`config.mk`:
```
export PLATFORM = sky130hd
export DESIGN_NAME = modular_exponentiation
export DESIGN_NICKNAME = d
export VERILOG_FILES = /design/src/rtl/mexp_pkg.sv /design/src/rtl/mexp_regs.sv /design/src/rtl/mexp_ctrl.sv /design/src/rtl/mexp_dp.sv /design/src/rtl/modular_exponentiation.sv
export SDC_FILE = /design/constraint.sdc
export NUM_CORES = 1
export LEC_CHECK = 0
export BUFFER_PORTS_ARGS = -buffer_cell sky130_fd_sc_hd__buf_2
export CORE_ASPECT_RATIO = 0.6
export CORE_UTILIZATION = 40
export CTS_BUF_LIST = sky130_fd_sc_hd__clkbuf_2
export DETAILED_ROUTE_END_ITERATION = 6
export GPL_TIMING_DRIVEN = 0
export PLACE_DENSITY_LB_ADDON = 0.3
export SLEW_MARGIN = 15
export SYNTH_ARGS = -nofsm -noshare
export SYNTH_HDL_FRONTEND = slang
export SYNTH_HIERARCHICAL = 1
export SYNTH_SLANG_ARGS = --single-unit
```
`constraint.sdc`:
```
create_clock -name i_clk -period 6.9 [get_ports i_clk]
set_input_delay 0.69 -clock i_clk [delete_from_list [all_inputs] [get_ports i_clk]]
set_output_delay 0.69 -clock i_clk [all_outputs]
set_load 0.01 [all_outputs]
```
`src/rtl/mexp_pkg.sv`:
```
// Shared types for the modular exponentiation block: multiplier opcodes, command and status.
package mexp_pkg;

    typedef enum logic [1:0] {
        OP_REDUCE,
        OP_MUL,
        OP_SQR
    } t_mul_op;

    typedef struct packed {
        logic    load;
        logic    start;
        t_mul_op op;
        logic    emit;
    } t_dp_cmd;

    typedef struct packed {
        logic busy;
        logic done;
        logic e_zero;
        logic e_lsb;
        logic e_last;
    } t_dp_status;

endpackage

```
`src/rtl/mexp_regs.sv`:
```
// Configuration register file: modulus and exponent behind an APB-style port.
module mexp_regs #(
    parameter int OPERAND_WIDTH = 32,
    parameter int DATA_W        = 32,
    parameter int ADDR_W        = 3
) (
    input  logic                     i_clk,
    input  logic                     i_rst_n,
    input  logic                     psel,
    input  logic                     penable,
    input  logic                     pwrite,
    input  logic [ADDR_W-1:0]        paddr,
    input  logic [DATA_W-1:0]        pwdata,
    output logic [DATA_W-1:0]        prdata,
    output logic                     pready,
    output logic [OPERAND_WIDTH-1:0] o_modulus,
    output logic [OPERAND_WIDTH-1:0] o_exponent
);

    logic [OPERAND_WIDTH-1:0] r_modulus;
    logic [OPERAND_WIDTH-1:0] r_exponent;
    logic                     wr_en;

    assign pready = 1'b1;
    assign wr_en  = psel && penable && pwrite;

    always_ff @(posedge i_clk) begin
        if (!i_rst_n) begin
            r_modulus  <= OPERAND_WIDTH'(2);
            r_exponent <= OPERAND_WIDTH'(1);
        end else if (wr_en) begin
            if (paddr[ADDR_W-1]) begin
                r_exponent <= pwdata[OPERAND_WIDTH-1:0];
            end else begin
                r_modulus <= pwdata[OPERAND_WIDTH-1:0];
            end
        end
    end

    assign prdata     = paddr[ADDR_W-1] ? DATA_W'(r_exponent) : DATA_W'(r_modulus);
    assign o_modulus  = r_modulus;
    assign o_exponent = r_exponent;

endmodule

```
`src/rtl/mexp_ctrl.sv`:
```
// Sequencer for square-and-multiply: reduce, a multiply per set exponent bit, a square per bit below its top set bit.
module mexp_ctrl
    import mexp_pkg::*;
(
    input  logic       i_clk,
    input  logic       i_rst_n,
    input  logic       i_in_valid,
    output logic       o_in_stall,
    output logic       o_out_valid,
    input  logic       i_out_stall,
    input  t_dp_status i_status,
    output t_dp_cmd    o_cmd
);

    typedef enum logic [2:0] {
        S_IDLE,
        S_RED,
        S_CHECK,
        S_MUL,
        S_SQR,
        S_EMIT
    } t_state;

    t_state  r_state;
    logic    r_start;
    t_mul_op r_op;
    logic    r_out_valid;
    logic    load;
    logic    emit;

    assign load = (r_state == S_IDLE) && i_in_valid;
    assign emit = (r_state == S_EMIT) && (!r_out_valid || !i_out_stall);

    always_ff @(posedge i_clk) begin
        if (!i_rst_n) begin
            r_state     <= S_IDLE;
            r_start     <= 1'b0;
            r_op        <= OP_REDUCE;
            r_out_valid <= 1'b0;
        end else begin
            r_start <= 1'b0;
            if (emit) begin
                r_out_valid <= 1'b1;
            end else if (!i_out_stall) begin
                r_out_valid <= 1'b0;
            end
            unique case (r_state)
                S_IDLE: begin
                    if (load) begin
                        r_state <= S_RED;
                        r_start <= 1'b1;
                        r_op    <= OP_REDUCE;
                    end
                end
                S_RED: begin
                    if (i_status.done) r_state <= S_CHECK;
                end
                S_CHECK: begin
                    if (i_status.e_zero) begin
                        r_state <= S_EMIT;
                    end else if (i_status.e_lsb) begin
                        r_state <= S_MUL;
                        r_start <= 1'b1;
                        r_op    <= OP_MUL;
                    end else begin
                        r_state <= S_SQR;
                        r_start <= 1'b1;
                        r_op    <= OP_SQR;
                    end
                end
                S_MUL: begin
                    if (i_status.done) begin
                        if (i_status.e_last) begin
                            r_state <= S_EMIT;
                        end else begin
                            r_state <= S_SQR;
                            r_start <= 1'b1;
                            r_op    <= OP_SQR;
                        end
                    end
                end
                S_SQR: begin
                    if (i_status.done) r_state <= S_CHECK;
                end
                S_EMIT: begin
                    if (emit) r_state <= S_IDLE;
                end
                default: r_state <= S_IDLE;
            endcase
        end
    end

    assign o_in_stall  = (r_state != S_IDLE);
    assign o_out_valid = r_out_valid;
    assign o_cmd.load  = load;
    assign o_cmd.start = r_start;
    assign o_cmd.op    = r_op;
    assign o_cmd.emit  = emit;

endmodule

```
`src/rtl/mexp_dp.sv`:
```
// Datapath: base, accumulator, exponent shifter and a bit-serial modular multiplier.
module mexp_dp
    import mexp_pkg::*;
#(
    parameter int OPERAND_WIDTH = 32
) (
    input  logic                     i_clk,
    input  logic                     i_rst_n,
    input  t_dp_cmd                  i_cmd,
    input  logic [31:0]              i_value,
    input  logic [OPERAND_WIDTH-1:0] i_modulus,
    input  logic [OPERAND_WIDTH-1:0] i_exponent,
    output t_dp_status               o_status,
    output logic [31:0]              o_result
);

    localparam int W     = OPERAND_WIDTH;
    localparam int CNT_W = $clog2(W);

    logic [W-1:0]     r_base;
    logic [W-1:0]     r_acc;
    logic [W-1:0]     r_exp;
    logic [W-1:0]     r_a;
    logic [W-1:0]     r_b;
    logic [W-1:0]     r_r;
    logic [CNT_W-1:0] r_cnt;
    logic             r_busy;
    logic             r_done;
    t_mul_op          r_op;
    logic [31:0]      r_result;
    logic [W-1:0]     dbl;
    logic [W-1:0]     n_r;
    logic             m_one;

    // (x + y) mod m for x, y below m; a zero modulus wraps at the operand width
    function automatic logic [W-1:0] add_mod(input logic [W-1:0] x, input logic [W-1:0] y,
                                             input logic [W-1:0] m);
        logic [W:0] s;
        logic [W:0] t;
        s = {1'b0, x} + {1'b0, y};
        t = s - {1'b0, m};
        if ((m != '0) && (s >= {1'b0, m})) return t[W-1:0];
        return s[W-1:0];
    endfunction

    assign dbl   = add_mod(r_r, r_r, i_modulus);
    assign n_r   = r_b[W-1] ? add_mod(dbl, r_a, i_modulus) : dbl;
    assign m_one = (i_modulus == W'(1));

    always_ff @(posedge i_clk) begin
        if (!i_rst_n) begin
            r_busy <= 1'b0;
            r_done <= 1'b0;
        end else begin
            r_done <= 1'b0;
            if (i_cmd.load) begin
                r_base <= W'(i_value);
                r_acc  <= W'(1);
                r_exp  <= i_exponent;
            end
            if (i_cmd.start) begin
                r_busy <= 1'b1;
                r_cnt  <= '0;
                r_r    <= '0;
                r_op   <= i_cmd.op;
                unique case (i_cmd.op)
                    OP_REDUCE: begin
                        r_a <= W'(1);
                        r_b <= r_base;
                    end
                    OP_MUL: begin
                        r_a <= r_acc;
                        r_b <= r_base;
                    end
                    default: begin
                        r_a <= r_base;
                        r_b <= r_base;
                    end
                endcase
            end else if (r_busy) begin
                r_r   <= n_r;
                r_b   <= r_b << 1;
                r_cnt <= r_cnt + CNT_W'(1);
                if (r_cnt == CNT_W'(W - 1)) begin
                    r_busy <= 1'b0;
                    r_done <= 1'b1;
                    unique case (r_op)
                        OP_MUL: r_acc <= n_r;
                        OP_SQR: begin
                            r_base <= n_r;
                            r_exp  <= r_exp >> 1;
                        end
                        default: r_base <= n_r;
                    endcase
                end
            end
            if (i_cmd.emit) begin
                r_result <= m_one ? 32'd0 : 32'(r_acc);
            end
        end
    end

    assign o_status.busy   = r_busy;
    assign o_status.done   = r_done;
    assign o_status.e_zero = (r_exp == '0);
    assign o_status.e_lsb  = r_exp[0];
    assign o_status.e_last = ((r_exp >> 1) == '0);
    assign o_result        = r_result;

endmodule

```
`src/rtl/modular_exponentiation.sv`:
```
// Top level of the modular exponentiation block: config port, sequencer, datapath, checks.
//
// Raises each input request i_value to the exponent register modulo the modulus register
// (right-to-left square-and-multiply) and returns the residue on o_result.
// Input: i_valid / o_stall; a request is taken when i_valid is high and o_stall low.
// Output: o_valid / i_stall; a result is taken when o_valid is high and i_stall low.
// Config: APB-style, modulus at byte 0, exponent at byte 4 (8 when OPERAND_WIDTH > 32);
// write only while idle.
// Work: one shared bit-serial multiplier sets the rate; each product is a start, W steps
// and a done. A request costs one initial reduction, one square per exponent bit below
// its top set bit, one multiply per set bit and one check per exponent bit (at least
// one). The next request can be taken in the cycle after the result reaches the output
// register at the earliest.
// One request is in work at a time; o_stall is high from acceptance until the result
// is moved to the output register. A held result does not block the next request, but a
// finished result waits in the sequencer while the output register is still stalled.
// Reset (synchronous, active low) sets modulus 2, exponent 1 and empties the block.
module modular_exponentiation
    import mexp_pkg::*;
#(
    parameter int OPERAND_WIDTH = 32
) (
    input  logic                                    i_clk,
    input  logic                                    i_rst_n,
    input  logic                                    psel,
    input  logic                                    penable,
    input  logic                                    pwrite,
    input  logic [((OPERAND_WIDTH > 32) ? 4 : 3)-1:0]  paddr,
    input  logic [((OPERAND_WIDTH > 32) ? 64 : 32)-1:0] pwdata,
    output logic [((OPERAND_WIDTH > 32) ? 64 : 32)-1:0] prdata,
    output logic                                    pready,
    input  logic                                    i_valid,
    output logic                                    o_stall,
    input  logic [31:0]                             i_value,
    output logic                                    o_valid,
    input  logic                                    i_stall,
    output logic [31:0]                             o_result
);

    localparam int DATA_W = (OPERAND_WIDTH > 32) ? 64 : 32;
    localparam int ADDR_W = (OPERAND_WIDTH > 32) ? 4 : 3;

    logic [OPERAND_WIDTH-1:0] modulus;
    logic [OPERAND_WIDTH-1:0] exponent;
    t_dp_cmd                  cmd;
    t_dp_status               status;

    mexp_regs #(
        .OPERAND_WIDTH(OPERAND_WIDTH),
        .DATA_W       (DATA_W),
        .ADDR_W       (ADDR_W)
    ) u_regs (
        .i_clk     (i_clk),
        .i_rst_n   (i_rst_n),
        .psel      (psel),
        .penable   (penable),
        .pwrite    (pwrite),
        .paddr     (paddr),
        .pwdata    (pwdata),
        .prdata    (prdata),
        .pready    (pready),
        .o_modulus (modulus),
        .o_exponent(exponent)
    );

    mexp_ctrl u_ctrl (
        .i_clk      (i_clk),
        .i_rst_n    (i_rst_n),
        .i_in_valid (i_valid),
        .o_in_stall (o_stall),
        .o_out_valid(o_valid),
        .i_out_stall(i_stall),
        .i_status   (status),
        .o_cmd      (cmd)
    );

    mexp_dp #(
        .OPERAND_WIDTH(OPERAND_WIDTH)
    ) u_dp (
        .i_clk     (i_clk),
        .i_rst_n   (i_rst_n),
        .i_cmd     (cmd),
        .i_value   (i_value),
        .i_modulus (modulus),
        .i_exponent(exponent),
        .o_status  (status),
        .o_result  (o_result)
    );

    a_accept_stalls: assert property (@(posedge i_clk) disable iff (!i_rst_n)
        (i_valid && !o_stall) |=> o_stall)
        else $error("input not stalled after a request was taken");

    a_busy_stalls: assert property (@(posedge i_clk) disable iff (!i_rst_n)
        status.busy |-> o_stall)
        else $error("multiplier busy while input is open");

    a_start_idle: assert property (@(posedge i_clk) disable iff (!i_rst_n)
        cmd.start |-> !status.busy)
        else $error("multiplier started while busy");

    a_emit_valid: assert property (@(posedge i_clk) disable iff (!i_rst_n)
        cmd.emit |=> o_valid)
        else $error("result written but not presented");

endmodule
```
==> impl_metrics.json <==
{
  "status": "finished, violations left",
  "violations": "negative setup slack",
  "clk_latency_ps": 1010,
  "htree_levels": 3,
  "core_um2": 49600,
  "viasPerCell": 5.89,
  "slowest_delay_ps": 520,
  "grt_pass1_wl_mm": 106,
  "gp_congestion": 0.940,
  "drt_first_pass_iters": 6,
  "die_w_um": 292,
  "drive_above_1_share": 0.320,
  "crit_fanout": 9,
  "crit_required_ps": 7600,
  "worst_ep_arrival_time_ps": 8560,
  "fin_nets": 2584,
  "drtAntennaViolNets": 0,
  "nFillCells": 4489,
  "max_freq_mhz": 127,
  "synthToLayoutAreaGrowth_pct": 28.1,
  "tightestPinTransition_ps": 1270,
  "finalSetupViolCount": 96,
  "cts-root-buf": "clkbuf_2",
  "path_buf_inv": 8,
  "cts_inserted_buffers": 80,
  "cp-end-kind": "flop",
  "drv_slew": 0,
  "track_usage": 0.276,
  "dp_hpwl_mm": 54.6,
  "critPathLaunchType": "flop",
  "port_buffers": 136,
  "grt_pass1_vias": 17400,
  "final_area_um2": 25800,
  "drc": 0,
  "fp-row-count": 63,
  "cts_tree": "built",
  "reg2reg_setup_slack_ps": -970,
  "clock_skew_ps": 79.4,
  "wirelength_mm": 73.9,
  "min-delay-path-class": "primary input to flop",
  "overflow": 0,
  "avgSynthCellArea_um2": 9.86,
  "clock_path_buffers": 3,
  "antenna_found_initial": 1,
  "grt_max_degree": 65,
  "period_minus_slack_ps": 7870,
  "yosysWarnings": 6,
  "relSlewSlack": 0.152,
  "synth_cells": 2047,
  "num_vias": 18400,
  "hold_violations": 0,
  "dieArea_um2": 51400,
  "routedWlPerCell_um": 23.6,
  "rsz0062_at_grt": "yes",
  "syn_area_um2": 20200,
  "path_clk_slew_ps": 110,
  "crit_type": "flop to flop",
  "slowest_stage": "a2111o_1",
  "worst_slack_ps": -968,
  "layout_commonest_cell": "nand2_1",
  "drt_iter0_drc": 2096,
  "initial_core_util": 0.407,
  "fp.dieH_um": 176,
  "ios": 141,
  "crit_path_frequent_cell": "inv_1",
  "cp_top_family": "compound AO/OA/AOI/OAI gates",
  "cap_violations": 0,
  "final_cell_mix": "nand2_1, edfxtp_1, buf_2",
  "dpl_cell_area_um2": 21800,
  "synth_fp_nets": 2222,
  "clock-sinks": 304,
  "period_share": 1.14
}
[stage by stage]
step / setup slack (ps) / hold slack (ps) / TNS, ps / utilization / cells
3_5_place_dp: -3400 / 473 / -300060 / 0.439 / 2837
6_report: -968 / 77.7 / -81060 / 0.521 / 3125
4_1_cts: -817 / 6.60 / -67190 / 0.501 / 3085
3_3_place_gp: -3440 / 465 / -304480 / 0.437 / 2833
5_1_grt: -1040 / 20.4 / -89670 / 0.521 / 3125
2_1_floorplan: 16.9 / 428 / 0 / - / 2047
[area by class of cell]
class	instances	area, µm²	area share
multi-input cells	1551	12700	0.493
diodes	2	5.00	0.000194
plain buffers	104	596	0.0231
repair buffers	294	2180	0.0844
flip-flops and latches	304	8440	0.327
inverters	74	285	0.0110
clock inverters	33	224	0.00867
clock buffers	113	566	0.0219
well taps	650	813	0.0315
[sequential cells by signal, summed over array words and instances, names as in the netlist]
register            count
u_ctrl/r_state          3
u_dp/r_cnt              5
u_ctrl/o_out_valid      1
u_dp/o_result          32
u_dp/r_acc             32
u_dp/r_a               32
u_ctrl/r_op             2
u_ctrl/r_start          1
u_dp/r_base            32
u_dp/r_b               32
u_dp/r_busy             1
u_dp/r_r               32
u_regs/o_modulus       32
u_dp/r_exp             32
u_dp/r_op               2
u_regs/o_exponent      32
u_dp/r_done             1
[metal layers]
metal	global-route usage	wire, µm
met4	0.0686	1430
met3	0.0780	8130
met5	0	0
met2	0.381	30000
met1	0.416	34400
[final timing paths]
kind	to	cells past startpoint	startpoint
setup reg to reg	u_dp/r_base[25]$_DFFE_PP_	33	u_regs/o_modulus[18]$_SDFFE_PN0P_
hold reg to reg	u_regs/o_exponent[17]$_SDFFE_PN0P_	2	u_regs/o_exponent[17]$_SDFFE_PN0P_
hold / removal	u_dp/r_base[19]$_DFFE_PP_	3	i_value[19]
setup / recovery	u_dp/r_base[25]$_DFFE_PP_	33	u_regs/o_modulus[18]$_SDFFE_PN0P_
[timing repair]
action / CTS / global route
setup buffers: 66 / 41
pin swaps: 74 / 99
hold buffers: 45 / 0
gates cloned: 1 / 2
setup endpoints to repair: 96 / 96
hold endpoints to repair: 77 / 0
gates resized for setup: 270 / 135
[worst reg2reg max path: cells and delay by family (launching register included)]
family | cells | cell delay [ps]
adders and majority gates | 3 | 1030
AOI/OAI and AO/OA | 12 | 2940
muxes | 2 | 570
buffers and inverters | 8 | 1340
and+or+nand+nor | 7 | 1090
xor gates and xnor gates | 1 | 260
DFF | 1 | 410
Power is left out: the tool's default activity adds up to more than one toggle a clock period on the data nets, which glitch-free logic cannot reach.
